==> src/rtl/core/mor_pkg.sv <==
// Package for the masked overlap RMSE block: payload structs, the command and
// status structs between controller and datapath, and sizing constants.
// No dependencies.
package mor_pkg;

   localparam int MAX_PIXELS = 4194304;

   localparam int PIXEL_W = 8;
   localparam int SQ_W    = 2 * PIXEL_W;
   localparam int SUM_W   = 38;
   localparam int TALLY_W = 23;
   localparam int RMSE_W  = 16;

   // Quotient of (sum << 16) / count is below 2^32, its root below 2^16.
   localparam int QUOT_W     = 32;
   localparam int DIV_STEPS  = QUOT_W;
   localparam int SQRT_STEPS = QUOT_W / 2;
   localparam int STEP_W     = $clog2(DIV_STEPS);
   localparam int SREM_W     = RMSE_W + 2;

   localparam longint TALLY_FIELD_MAX = (64'd1 << TALLY_W) - 1;
   localparam logic [TALLY_W-1:0] TALLY_CAP =
      TALLY_W'((MAX_PIXELS < TALLY_FIELD_MAX) ? MAX_PIXELS : TALLY_FIELD_MAX);

   typedef struct packed {
      logic [PIXEL_W-1:0] pixel_a;
      logic [PIXEL_W-1:0] pixel_b;
      logic               mask_a;
      logic               mask_b;
      logic               frame_end;
   } req_type;

   typedef struct packed {
      logic               overlap_bit;
      logic               result_valid;
      logic [RMSE_W-1:0]  rmse_q8;
      logic [TALLY_W-1:0] overlap_count;
      logic               no_overlap;
      logic               overflow;
   } rsp_type;

   typedef struct packed {
      logic accum;           // accepted pixel: accumulate it
      logic load_pixel_rsp;  // load a per-pixel result
      logic div_load;        // seed divider and root registers
      logic div_step;        // one restoring division step
      logic sqrt_step;       // one square root digit
      logic load_frame_rsp;  // load the frame result and clear the frame state
   } cmd_type;

   typedef struct packed {
      logic count_zero;
   } status_type;

endpackage

==> src/rtl/core/masked_overlap_rmse.sv <==
// Masked overlap RMSE, top level. A pixel that does not end the frame gives its
// result in the cycle after its transfer; a new pixel is taken every cycle while
// the result register is free. The frame's last pixel runs a seed step, 32 serial
// division steps, 16 root digit steps and a load step that waits for a free result
// register; no pixel is taken meanwhile. With no overlap division and root are skipped.
// Synchronous active-high reset clears the accumulators and the result valid flag.
module masked_overlap_rmse
   import mor_pkg::*;
(
   input  logic    clock,
   input  logic    reset,
   input  logic    req_valid,
   output logic    req_ready,
   input  req_type req_data,
   output logic    rsp_valid,
   input  logic    rsp_ready,
   output rsp_type rsp_data
);

   cmd_type    cmd;
   status_type status;

   mor_ctrl u_ctrl (
      .clock     (clock),
      .reset     (reset),
      .req_valid (req_valid),
      .req_ready (req_ready),
      .frame_end (req_data.frame_end),
      .rsp_valid (rsp_valid),
      .rsp_ready (rsp_ready),
      .status    (status),
      .cmd       (cmd)
   );

   mor_datapath u_datapath (
      .clock    (clock),
      .reset    (reset),
      .req_data (req_data),
      .cmd      (cmd),
      .status   (status),
      .rsp_data (rsp_data)
   );

endmodule

==> src/rtl/core/mor_datapath.sv <==
// Datapath of the masked overlap RMSE block: accumulators, a shared
// shift register for the serial divider and square root, and the result register.
// Depends on mor_pkg.
module mor_datapath
   import mor_pkg::*;
(
   input  logic       clock,
   input  logic       reset,
   input  req_type    req_data,
   input  cmd_type    cmd,
   output status_type status,
   output rsp_type    rsp_data
);

   logic [SUM_W-1:0]   sum_ff, sum_in;
   logic [TALLY_W-1:0] tally_ff, tally_in;
   logic               sat_ff, sat_in;
   logic               last_ovl_ff, last_ovl_in;

   logic [QUOT_W-1:0]  work_ff, work_in;
   logic [TALLY_W-1:0] rem_ff, rem_in;
   logic [SREM_W-1:0]  srem_ff, srem_in;
   logic [RMSE_W-1:0]  root_ff, root_in;
   rsp_type            rsp_ff, rsp_in;

   logic               overlap;
   logic [PIXEL_W-1:0] diff;
   logic [SQ_W-1:0]    square;
   logic [SUM_W:0]     sum_plus;
   logic               sat_hit;

   logic [TALLY_W:0]   div_trial;
   logic               div_ge;
   logic [SREM_W+1:0]  sq_trial;
   logic [SREM_W+1:0]  sq_sub;
   logic               sq_ge;

   assign overlap  = req_data.mask_a & req_data.mask_b;
   assign diff     = (req_data.pixel_a >= req_data.pixel_b) ?
                     (req_data.pixel_a - req_data.pixel_b) :
                     (req_data.pixel_b - req_data.pixel_a);
   assign square   = diff * diff;
   assign sum_plus = {1'b0, sum_ff} + (SUM_W+1)'(square);
   assign sat_hit  = (tally_ff >= TALLY_CAP) || sum_plus[SUM_W];

   // The running remainder stays below the count, so the trial never needs
   // more than one bit above it.
   assign div_trial = {rem_ff, work_ff[QUOT_W-1]};
   assign div_ge    = div_trial >= {1'b0, tally_ff};

   assign sq_trial = {srem_ff, work_ff[QUOT_W-1 -: 2]};
   assign sq_sub   = (SREM_W+2)'({root_ff, 2'b01});
   assign sq_ge    = sq_trial >= sq_sub;

   assign status.count_zero = (tally_ff == '0);

   always_comb begin
      sum_in      = sum_ff;
      tally_in    = tally_ff;
      sat_in      = sat_ff;
      last_ovl_in = last_ovl_ff;
      work_in     = work_ff;
      rem_in      = rem_ff;
      srem_in     = srem_ff;
      root_in     = root_ff;
      rsp_in      = rsp_ff;

      if (cmd.accum) begin
         last_ovl_in = overlap;
         if (overlap) begin
            if (sat_hit) begin
               sat_in = 1'b1;
            end else begin
               sum_in   = sum_plus[SUM_W-1:0];
               tally_in = tally_ff + 1'b1;
            end
         end
      end

      if (cmd.load_pixel_rsp) begin
         rsp_in             = '0;
         rsp_in.overlap_bit = overlap;
      end

      if (cmd.div_load) begin
         work_in = {sum_ff[QUOT_W/2-1:0], {(QUOT_W/2){1'b0}}};
         rem_in  = TALLY_W'(sum_ff[SUM_W-1:QUOT_W/2]);
         srem_in = '0;
         root_in = '0;
      end

      if (cmd.div_step) begin
         rem_in  = div_ge ? TALLY_W'(div_trial - {1'b0, tally_ff}) : div_trial[TALLY_W-1:0];
         work_in = {work_ff[QUOT_W-2:0], div_ge};
      end

      if (cmd.sqrt_step) begin
         srem_in = sq_ge ? SREM_W'(sq_trial - sq_sub) : sq_trial[SREM_W-1:0];
         root_in = {root_ff[RMSE_W-2:0], sq_ge};
         work_in = {work_ff[QUOT_W-3:0], 2'b00};
      end

      if (cmd.load_frame_rsp) begin
         rsp_in.overlap_bit   = last_ovl_ff;
         rsp_in.result_valid  = 1'b1;
         rsp_in.rmse_q8       = root_ff;
         rsp_in.overlap_count = tally_ff;
         rsp_in.no_overlap    = status.count_zero;
         rsp_in.overflow      = sat_ff;
         sum_in               = '0;
         tally_in             = '0;
         sat_in               = 1'b0;
      end
   end

   always_ff @(posedge clock) begin
      if (reset) begin
         sum_ff   <= '0;
         tally_ff <= '0;
         sat_ff   <= 1'b0;
      end else begin
         sum_ff   <= sum_in;
         tally_ff <= tally_in;
         sat_ff   <= sat_in;
      end
   end

   always_ff @(posedge clock) begin
      last_ovl_ff <= last_ovl_in;
      work_ff     <= work_in;
      rem_ff      <= rem_in;
      srem_ff     <= srem_in;
      root_ff     <= root_in;
      rsp_ff      <= rsp_in;
   end

   assign rsp_data = rsp_ff;

endmodule

==> src/rtl/core/mor_ctrl.sv <==
// Controller of the masked overlap RMSE block: handshakes, the frame-end
// sequence through division and square root, and the result valid flag.
// Depends on mor_pkg.
module mor_ctrl
   import mor_pkg::*;
(
   input  logic       clock,
   input  logic       reset,
   input  logic       req_valid,
   output logic       req_ready,
   input  logic       frame_end,
   output logic       rsp_valid,
   input  logic       rsp_ready,
   input  status_type status,
   output cmd_type    cmd
);

   localparam logic [2:0] ST_IDLE   = 3'd0;
   localparam logic [2:0] ST_PREP   = 3'd1;
   localparam logic [2:0] ST_DIV    = 3'd2;
   localparam logic [2:0] ST_SQRT   = 3'd3;
   localparam logic [2:0] ST_FINISH = 3'd4;

   logic [2:0]        state_ff, state_in;
   logic [STEP_W-1:0] step_ff, step_in;
   logic              rsp_valid_ff, rsp_valid_in;
   logic              out_free;
   logic              req_xfer;

   assign out_free  = !rsp_valid_ff || rsp_ready;
   assign req_ready = (state_ff == ST_IDLE) && out_free;
   assign req_xfer  = req_valid && req_ready;
   assign rsp_valid = rsp_valid_ff;

   always_comb begin
      state_in = state_ff;
      step_in  = step_ff;
      cmd      = '0;

      unique case (state_ff)
         ST_IDLE: begin
            if (req_xfer) begin
               cmd.accum = 1'b1;
               if (frame_end) begin
                  state_in = ST_PREP;
               end else begin
                  cmd.load_pixel_rsp = 1'b1;
               end
            end
         end
         ST_PREP: begin
            cmd.div_load = 1'b1;
            step_in      = '0;
            state_in     = status.count_zero ? ST_FINISH : ST_DIV;
         end
         ST_DIV: begin
            cmd.div_step = 1'b1;
            if (step_ff == STEP_W'(DIV_STEPS - 1)) begin
               step_in  = '0;
               state_in = ST_SQRT;
            end else begin
               step_in = step_ff + 1'b1;
            end
         end
         ST_SQRT: begin
            cmd.sqrt_step = 1'b1;
            if (step_ff == STEP_W'(SQRT_STEPS - 1)) begin
               step_in  = '0;
               state_in = ST_FINISH;
            end else begin
               step_in = step_ff + 1'b1;
            end
         end
         ST_FINISH: begin
            if (out_free) begin
               cmd.load_frame_rsp = 1'b1;
               state_in           = ST_IDLE;
            end
         end
         default: begin
            state_in = ST_IDLE;
         end
      endcase
   end

   always_comb begin
      rsp_valid_in = rsp_valid_ff;
      if (cmd.load_pixel_rsp || cmd.load_frame_rsp) begin
         rsp_valid_in = 1'b1;
      end else if (rsp_ready) begin
         rsp_valid_in = 1'b0;
      end
   end

   always_ff @(posedge clock) begin
      if (reset) begin
         state_ff     <= ST_IDLE;
         step_ff      <= '0;
         rsp_valid_ff <= 1'b0;
      end else begin
         state_ff     <= state_in;
         step_ff      <= step_in;
         rsp_valid_ff <= rsp_valid_in;
      end
   end

   // A result is never loaded over one that has not been transferred.
   a_no_overwrite: assert property (@(posedge clock) disable iff (reset)
      (cmd.load_pixel_rsp || cmd.load_frame_rsp) |-> (!rsp_valid_ff || rsp_ready))
      else $error("result register overwritten before transfer");

   a_frame_end_seq: assert property (@(posedge clock) disable iff (reset)
      (req_xfer && frame_end) |=> (state_ff == ST_PREP))
      else $error("frame end did not start the metric sequence");

   a_div_to_sqrt: assert property (@(posedge clock) disable iff (reset)
      (state_ff == ST_DIV && step_ff == STEP_W'(DIV_STEPS - 1)) |=>
      (state_ff == ST_SQRT && step_ff == '0))
      else $error("division did not hand over to the square root");

   a_one_cmd: assert property (@(posedge clock) disable iff (reset)
      $onehot0({cmd.accum, cmd.div_load, cmd.div_step, cmd.sqrt_step, cmd.load_frame_rsp}))
      else $error("conflicting datapath commands");

endmodule
==> config.mk <==
export PLATFORM = sky130hd
export DESIGN_NAME = masked_overlap_rmse
export DESIGN_NICKNAME = d
export VERILOG_FILES = /design/src/rtl/core/mor_pkg.sv /design/src/rtl/core/masked_overlap_rmse.sv /design/src/rtl/core/mor_datapath.sv /design/src/rtl/core/mor_ctrl.sv
export SDC_FILE = /design/constraint.sdc
export NUM_CORES = 1
export LEC_CHECK = 0
export BUFFER_PORTS_ARGS = -buffer_cell sky130_fd_sc_hd__buf_4
export CELL_PAD_IN_SITES_DETAIL_PLACEMENT = 1
export CELL_PAD_IN_SITES_GLOBAL_PLACEMENT = 1
export CORE_MARGIN = 3
export CORE_UTILIZATION = 44
export DETAILED_ROUTE_END_ITERATION = 10
export GPL_TIMING_DRIVEN = 0
export MAX_ROUTING_LAYER = met4
export PLACE_DENSITY = 0.81
export REMOVE_ABC_BUFFERS = 1
export SLEW_MARGIN = 20
export SYNTH_ARGS = -nofsm -noshare
export SYNTH_HDL_FRONTEND = slang
export SYNTH_HIERARCHICAL = 1
export SYNTH_SLANG_ARGS = --single-unit
==> constraint.sdc <==
create_clock -name clock -period 6.6 [get_ports clock]
set_clock_uncertainty 0.2 [all_clocks]
set_input_delay 0 -clock clock [delete_from_list [all_inputs] [get_ports clock]]
set_output_delay 0 -clock clock [all_outputs]
set_load 0.02 [all_outputs]
Yosys cells after proc, flatten, opt, wreduce, memory -nomap -nowiden
Cells that the tools add are included.
Storage, ports and cells
  logic and storage cells: 95
  input port bits: 23
  output and inout bits: 45
  register bits: 204
Cells by class
  $lt $le $gt $ge: 4
  eq/ne operators: 11
  add/subtract/negate cells: 7
  reduce and logical (&&, ||, !) cells: 18
  bitwise gates (word level): 2
  multiply operators: 1
  mux-type cells: 34
Operators with widths (number)
  $mux W32: 3
  $mux W43: 2
  $mux W23: 3
  $mux W18: 3
  $add A38 B16 Y39: 1
  $mux W16: 2
  $ge A24 B23 Y1: 1
  $add A23 B1 Y23 const B: 1
  $ge A23 B23 Y1 const B: 1
  $logic_not A23 Y1: 1
  $sub A23 B23 Y23: 1
  $ge A20 B18 Y1: 1
  $mux W3: 6
  $sub A18 B18 Y18: 1
  $mul A8 B8 Y16: 1
  $sub A8 B8 Y8: 2
  $pmux W3 S5: 1
  $pmux W5 S3: 1
  $mux W5: 2
  $ge A8 B8 Y1: 1
  $mux W1: 8
  $mux W8: 1
  $ne A2 B1 Y1 const B: 4
  $reduce_bool A2 Y1: 4
  18 further kinds: 25

Longest topological paths before layout
Gate-level depths: netlist of run 1.
  word-level depth: 8
  depth in mapped cells: 31
  depth with buffers taken out: 30

Modules after synthesis
The synthesis of run 1 kept the hierarchy.
By module, submodules not included
  mor_datapath: area an instance 13340.3 um^2, seq. area each 5205.0 um^2, cells each 1416, instances 1
  mor_ctrl: area an instance 586.8 um^2, seq. area each 180.2 um^2, cells each 68, instances 1

Worst setup path before layout of run 1
OpenSTA, ideal clock, no wires.
  path kind: input-to-reg
  from: input req_data[11] in the netlist's numbering
  to: register u_datapath.sum_ff[17]
  setup slack: -0.399 ns
  arrival time: 6.679 ns
  library setup time: 0.120 ns
  data required time: 6.280 ns
  buffers on the path: 0
  stages: 26
  path through: inv_1 > ha_1 > inv_1 > fa_1 > a21oi_1 > o2111ai_2 > a21o_1 > a2111oi_1 > o311ai_0 > a21oi_1 > xor2_1 > nor2_1 > fa_1 > fa_1 > fa_1 > inv_1 > fa_1 > inv_1 > ha_1 > a21o_1 > or3_1 > o21ai_0 > o21ai_0 > o311ai_0 > nor4_1 > a211o_1
Between the ends
  word-level cells in the longest chain between the ends: 7
  elaborated cells between the ends (all ways): 9
  classes of those cells: add/sub: 3; mul: 1; order compare: 1; mux: 1; bitwise: 1; reduce/logical: 2
RTL lines
  start: declaration: line masked_overlap_rmse.sv:14  | input req_type req_data,
  $sub A8 B8 Y8, or another cell as far along: line mor_datapath.sv:41  | (req_data.pixel_b - req_data.pixel_a);
  $mux W8 *: line mor_datapath.sv:39  | assign diff = (req_data.pixel_a >= req_data.pixel_b) ?
  $mul A8 B8 Y16 *: line mor_datapath.sv:42  | assign square = diff * diff;
  $add A38 B16 Y39 *: line mor_datapath.sv:43  | assign sum_plus = {1'b0, sum_ff} + (SUM_W+1)'(square);
  $logic_or A1 B1 Y1: line mor_datapath.sv:44  | assign sat_hit = (tally_ff >= TALLY_CAP) || sum_plus[SUM_W];
  $not A1 Y1 (no source line)
  $reduce_and A3 Y1 (no source line)
  end signal: assignment: line mor_datapath.sv:122  | sum_ff <= sum_in;
  end: declaration: line mor_datapath.sv:15  | logic [SUM_W-1:0] sum_ff, sum_in;
Mark *: on every way between the ends. The rest lies on a longest branch, timed or not.
A chain may end at the register's enable or synchronous reset.

Worst setup path in the final report of run 1
  from: input req_data[11] in the netlist's numbering
  to: register u_datapath.sum_ff[29]
The elaborated chain is that of the path after synthesis.

==> results.md, run 1 <==
- Outcome: complete, but fails checks
- Failing checks: setup timing
- Chip height: 183.9 µm
- Slew Limit Headroom: 29.66%
- GRT Util Overall: 22.12%
- Gpl congestion: 0.8310
- Setup violators final: 41
- Die Width: 183.9 µm
- Diode count: 0
- Post-synth EDFFs: 130
- Adder-cell share of the synthesized area: 15.29%
- Clock transition at path regs: 0.06 ns
- Clock buffer count from CTS: 23
- Synth cell count leaders: inv_1, nor2_1, edfxtp_1, nand2_1, ha_1
- Core area: 30,910 µm²
- Xor/xnor share of the synthesized area: 4.717%
- Die area: 33,820 µm²
- #FFs+latches synth: 204
- CP arrival: 7.10 ns
- Leakage power: 0.006797 µW
- DR vias/cell: 5.714
- Cell taking the most area after synthesis: edfxtp_1
- Share of layout cells above drive strength 1: 17.25%
- Synth area leaders: edfxtp_1, dfxtp_1, ha_1
- Clock latency at the later pin of the worst-skew pair: 0.52 ns
- Multiplexer share of the synthesized area: 4.151%
- Count of mapped cells out of synthesis: 1,484
- Worst path required time: 6.84 ns
- Crit. End Element: flip-flop
- GR Overflow Total: 0
- Post-synthesis cell type count: 80
- Hold Path Class: input pin to flip-flop
- First-pass GRT wire length: 60,490 µm
- PwrDens: 408.8 nW/µm²
- Area share of the largest cell type after synthesis: 28.03%
- Max-Cap Viols: 0
- IO Port Bufs: 67
- Asr flop ratio synth: 0%
- Max VDD drop: 0.5818 mV
- Pre-CTS setup slack: -1.882 ns
- Final setup margin: -0.2553 ns
- Final period util: 103.9%
- Crit path max-delay family: adder cells
- Mean Syn Cell Area: 9.385 µm²
- H-tree levels: 1
- Post-route ant nets: 0
- Register area: 5385 µm²
- Min Tclk post-route: 6.855 ns
- Yosys warns: 6
- Max Slew Vio Count: 0
- Hold Fails Final Rpt: 0
- FMAX: 145.9 MHz
- Most frequent cell after synthesis: inv_1
- Worst slew pin tran: 1.055 ns
- Area occupied by multi-input gates: 8315 µm²
- Startpoint types: input pin
- WL/cell: 19.27 µm
- Initial antenna violation count: 0
- CP Class: input pin to flip-flop
- Clock sinks: 204
- DRC: 0
- RSZ-0062 raised after global routing: true
- Largest net degree at the start of global routing: 60
- Seq/Total Area, Yosys: 38.67%
- Fill cells: 3,437
- Finished Core Util: 54.25%
- Compound-Gate Fraction of Synth Area: 13.22%
- Layout area overhead: 20.40%
- Synth Flop Type: edfxtp_1
- DRT iter0 DRCs: 593
- Post-synthesis simple-gate area fraction: 17.63%
- Critical Path Max Stage Delay: 0.56 ns
- Initial Utilization: 45.06%
- HPWL Detailed: 26,010 µm
- Most used cell, CP: fa_1
- Largest family of logic cells by synthesized area: simple AND/OR/NAND/NOR gates
- IO Count: 68
- # rows: 64
- Final WL: 38,580 µm
- Syn Std Cell Area: 13,930 µm²
- Slowest cell on the critical path: fa_1
- CP Max Fanout: 5
- Clock tree from TritonCTS: done
- Detailed-route via count: 11,440
- Final #Nets: 1,757
- WP buf/inv: 9
- Root Driver: clkbuf_16
- Total power: 6855 µW
- First drt pass iteration count: 4
- Vias in the first global route: 12,150
- CTS Buffer Depth: 3
## worst min-delay path, cell delays in order
cell and delay (ns):
dlygate4sd3_1 0.55, buf_4 0.20, a21oi_1 0.05
## final cells by class
cell class / count / share of cell area (%)
Clock inverter: 14 / 0.8805
Tap cell: 396 / 2.955
Inverter: 169 / 3.828
Timing Repair Buffer: 133 / 7.029
Clock buffer: 28 / 3.604
Multi-Input combinational cell: 1058 / 49.59
Sequential cell: 204 / 32.11
## report_power, final
| group | switching [µW] | internal, µW | total [µW] | leakage [µW] |
|---|---|---|---|---|
| clock network | 525 | 769 | 1290 | 0.000364 |
| logic | 2260 | 1770 | 4030 | 0.00460 |
| registers | 68.0 | 1460 | 1530 | 0.00184 |
## per-stage QoR
stage	TNS [ns]	cell area, µm²	hold slack, ns	std cells
2_1_floorplan	-50.76	13680	-0.1321	1431
3_3_place_gp	-390.67	14680	0.08299	1894
3_5_place_dp	-96.56	14890	0.09430	1905
4_1_cts	0	16240	0.09391	1980
5_1_grt	-14.56	16770	0.1688	2002
6_report	-3.546	16770	0.1488	2002
## placed cells by master (no fill, tap or decap), types with 49 or more instances in the layout
cell	instances
inv_1	163
nor2_1	139
edfxtp_1	130
buf_4	107
nand2_1	100
ha_1	97
a21oi_1	74
dfxtp_1	74
o21ai_0	61
mux2i_1	52
and2_1	49
xnor2_1	49
## registers in the layout (all words and copies together) (netlist names), 3 cells and up
signal,flops
u_ctrl/state_ff,3
u_ctrl/step_ff,5
u_datapath/rem_ff,23
u_datapath/root_ff,16
u_datapath/rsp_data,43
u_datapath/srem_ff,18
u_datapath/sum_ff,38
u_datapath/tally_ff,23
u_datapath/work_ff,32
## per-layer routing
metal | vias up | wire [µm] | global-route usage, %
li1 | 5400 | - | -
met1 | 5733 | 16280 | 25.58
met2 | 220 | 20120 | 40.20
met3 | 86 | 1086 | 2.374
met4 | 0 | 1092 | 7.106
met5 | - | 0 | -
## worst paths after layout
kind	to	start	depth (start not counted)	slack, ns
hold / removal	u_ctrl/step_ff[1]$_SDFFE_PP0P_	reset	3	0.15
setup / recovery	u_datapath/sum_ff[29]$_SDFFE_PP0P_	req_data[11]	32	-0.26
hold reg to reg	u_datapath/rsp_data[41]$_SDFFE_PP1P_	u_datapath/rsp_data[41]$_SDFFE_PP1P_	1	0.27
setup reg to reg	u_datapath/sum_ff[29]$_SDFFE_PP0P_	u_datapath/sum_ff[3]$_SDFFE_PP0P_	20	1.40
## kinds of logic (layout without fill, tap and decap cells)
group | count (synthesis) | after routing
buffers and inverters | 222 | 344
muxes | 57 | 57
xor gates and xnor gates | 75 | 75
DFF | 204 | 204
adders and majority gates | 145 | 145
AOI/OAI and AO/OA | 279 | 279
and+or+nand+nor | 502 | 502
## what timing repair did
action / CTS / global route
endpoints found under the hold margin: 19 / 0
hold buffers: 9 / 0
setup endpoints to repair: 62 / 61
buffers inserted: 24 / 20
gates resized for setup: 64 / 76
pin swaps: 35 / 56
cloned: 0 / 3
Note: power is estimated with default switching activity, not from simulation.
==> run 2: changes to the inputs <==
--- a/config.mk
+++ b/config.mk
@@ -10,6 +10,7 @@
 export CELL_PAD_IN_SITES_GLOBAL_PLACEMENT = 1
 export CORE_MARGIN = 3
 export CORE_UTILIZATION = 44
+export CTS_BUF_LIST = sky130_fd_sc_hd__clkbuf_8 sky130_fd_sc_hd__clkbuf_16
 export DETAILED_ROUTE_END_ITERATION = 10
 export GPL_TIMING_DRIVEN = 0
 export MAX_ROUTING_LAYER = met4
==> results.md, run 2 (synthesis results as in run 1) <==
- Initial Utilization: 45.06% (unchanged)
- GRT Util Overall: 22.12% (unchanged)
- Core area: 30,910 µm² (unchanged)
- FMAX: 145.9 MHz (about the same)
- # rows: 64 (unchanged)
- Critical Path Max Stage Delay: 0.56 ns (about the same)
- Cell count after placement: 1,905 (unchanged)
- HPWL Detailed: 26,010 µm (unchanged)
- Clock buffer count from CTS: 23 (unchanged)
- GR Overflow Total: 0 (unchanged)
- RSZ-0062 raised after global routing: true
- Chip height: 183.9 µm (unchanged)
- Initial antenna violation count: 0 (unchanged)
- Clock latency at the later pin of the worst-skew pair: 0.52 ns (about the same)
- Setup violators final: 41 (unchanged)
- GRT met2 Usage: 40.20% (unchanged)
- CP arrival: 7.10 ns (about the same)
- IO Port Bufs: 67 (unchanged)
- Worst slew pin tran: 1.063 ns (+0.007666 ns)
- Commonest cells after routing, fill and taps aside: inv_1, nor2_1, edfxtp_1, buf_4, nand2_1
- Grt met3 use: 2.374% (unchanged)
- Worst path required time: 6.84 ns (about the same)
- Gpl congestion: 0.8310 (unchanged)
- CP Max Fanout: 5 (unchanged)
- H-tree levels: 1 (unchanged)
- Hold Fails Final Rpt: 0 (unchanged)
- Finished Core Util: 54.25% (unchanged)
- Commonest non-fill, non-tap cell in the layout: inv_1
- Hold path start: reset
- Worst hold stages: 3 (unchanged)
- Final setup margin: -0.2548 ns (+0.0004410 ns)
- Leakage power: 0.006813 µW (+0.24%)
- Max VDD drop: 0.5818 mV (about the same)
- Outcome: complete, but fails checks
- WL/cell: 19.27 µm (about the same)
- Finished layout cell area: 16,770 µm² (unchanged)
- Layout area overhead: 20.40% (unchanged)
- Largest register FFs: 43 (unchanged)
- DRC: 0 (unchanged)
- Max-Cap Viols: 0 (unchanged)
- Crit. End Element: flip-flop
- Hold Path Class: input pin to flip-flop
- Share of layout cells above drive strength 1: 17.25% (unchanged)
- Startpoint types: input pin
- PwrDens: 408.5 nW/µm² (about the same)
- Clock tree from TritonCTS: done
- Final cell count without fillers: 2,002 (unchanged)
- GR Layer Usage met1: 25.58% (unchanged)
- Diode count: 0 (unchanged)
- First-pass GRT wire length: 60,490 µm (unchanged)
- Detailed-route via count: 11,420 (-0.21%)
- Max Slew Vio Count: 0 (unchanged)
- Slew Limit Headroom: 29.15% (-0.51 points)
- Min Tclk post-route: 6.855 ns (-0.0004410 ns)
- Root Driver: clkbuf_16
- CP Class: input pin to flip-flop
- Crit path launch: req_data[11]
- Final WL: 38,580 µm (about the same)
- IO Count: 68 (unchanged)
- Clock transition at path regs: 0.06 ns (about the same)
- Most used cell, CP: fa_1
- First drt pass iteration count: 4 (unchanged)
- Post-DP Area: 14,890 µm² (unchanged)
- Post-route ant nets: 0 (unchanged)
- Final #Nets: 1,757 (unchanged)
- DRT iter0 DRCs: 585 (-1.3%)
- Gr busiest metal: met2
- Die area: 33,820 µm² (unchanged)
- Slowest cell on the critical path: fa_1
- DR vias/cell: 5.702 (-0.21%)
- FF-to-FF path depth: 20 (unchanged)
- CTS Buffer Depth: 3 (unchanged)
- Vias in the first global route: 12,150 (unchanged)
- R2r startpoint: u_datapath/sum_ff[3]$_SDFFE_PP0P_
- Largest net degree at the start of global routing: 60 (unchanged)
- Minimum hold slack: 0.1486 ns (-0.0001610 ns)
- Clock sinks: 204 (unchanged)
- Die Width: 183.9 µm (unchanged)
- Final period util: 103.9% (about the same)
- Failing checks: setup timing
run 2: cell count changes in the layout (fill, tap and decap cells not counted), sizes merged:
cell / change
clkbuf: -4
inv: +4
run 2: worst paths after layout:
| path | end | slack [ns] |
|---|---|---|
| max reg2reg | u_datapath/sum_ff[29]$_SDFFE_PP0P_ | 1.40 |
| min reg2reg | u_datapath/rsp_data[41]$_SDFFE_PP1P_ | 0.27 |
| min | u_ctrl/step_ff[1]$_SDFFE_PP0P_ | 0.15 |
| max | u_datapath/sum_ff[29]$_SDFFE_PP0P_ | -0.25 |
run 2: critical path, delay by kind of cell:
kind	cells	cell delay (ns)
simple gates	5	1.32
compound gates	11	2.15
buf+inv	9	0.85
fa+ha+maj	7	2.77
run 2: cell type report:
type,count,area (µm²)
inverter,169,641.9
clock buffer,24,589.3
sequential,204,5385
tap,396,495.5
fill,3437,14140
clock inverter,18,162.7
multi-input combinational,1058,8315
timing repair buffer,133,1179
run 2: what timing repair did:
item / in CTS / in global routing
setup endpoints to repair: 62 / 61
hold buffers: 9 / 0
resized for setup: 64 / 76
pin swaps: 35 / 56
hold endpoints to repair: 19 / 0
buffers inserted: 24 / 20
cloned: 0 / 3
run 2: power breakdown:
part	switching [µW]	leakage (µW)	internal, µW	total, µW
Combinational	2260	0.00460	1770	4030
Sequential	68.0	0.00184	1460	1530
Clock	527	0.000381	763	1290
Total	2860	0.00681	3990	6850
run 2: metal layers:
| metal | vias to the layer above | wire [µm] |
|---|---|---|
| met4 | 0 | 1100 |
| met3 | 88 | 1039 |
| met5 | - | 0 |
| met1 | 5722 | 16350 |
| met2 | 205 | 20100 |
| li1 | 5400 | - |
run 2: metrics by stage:
step	worst slack (ns)	power [µW]	setup TNS [ns]
after detailed placement	-1.882	4758	-96.56
final	-0.2548	6850	-3.532
after floorplan	-1.367	3992	-50.76
after global routing	-0.4364	7420	-14.55
after global placement	-3.409	4588	-390.67
after CTS	0.005717	6615	0
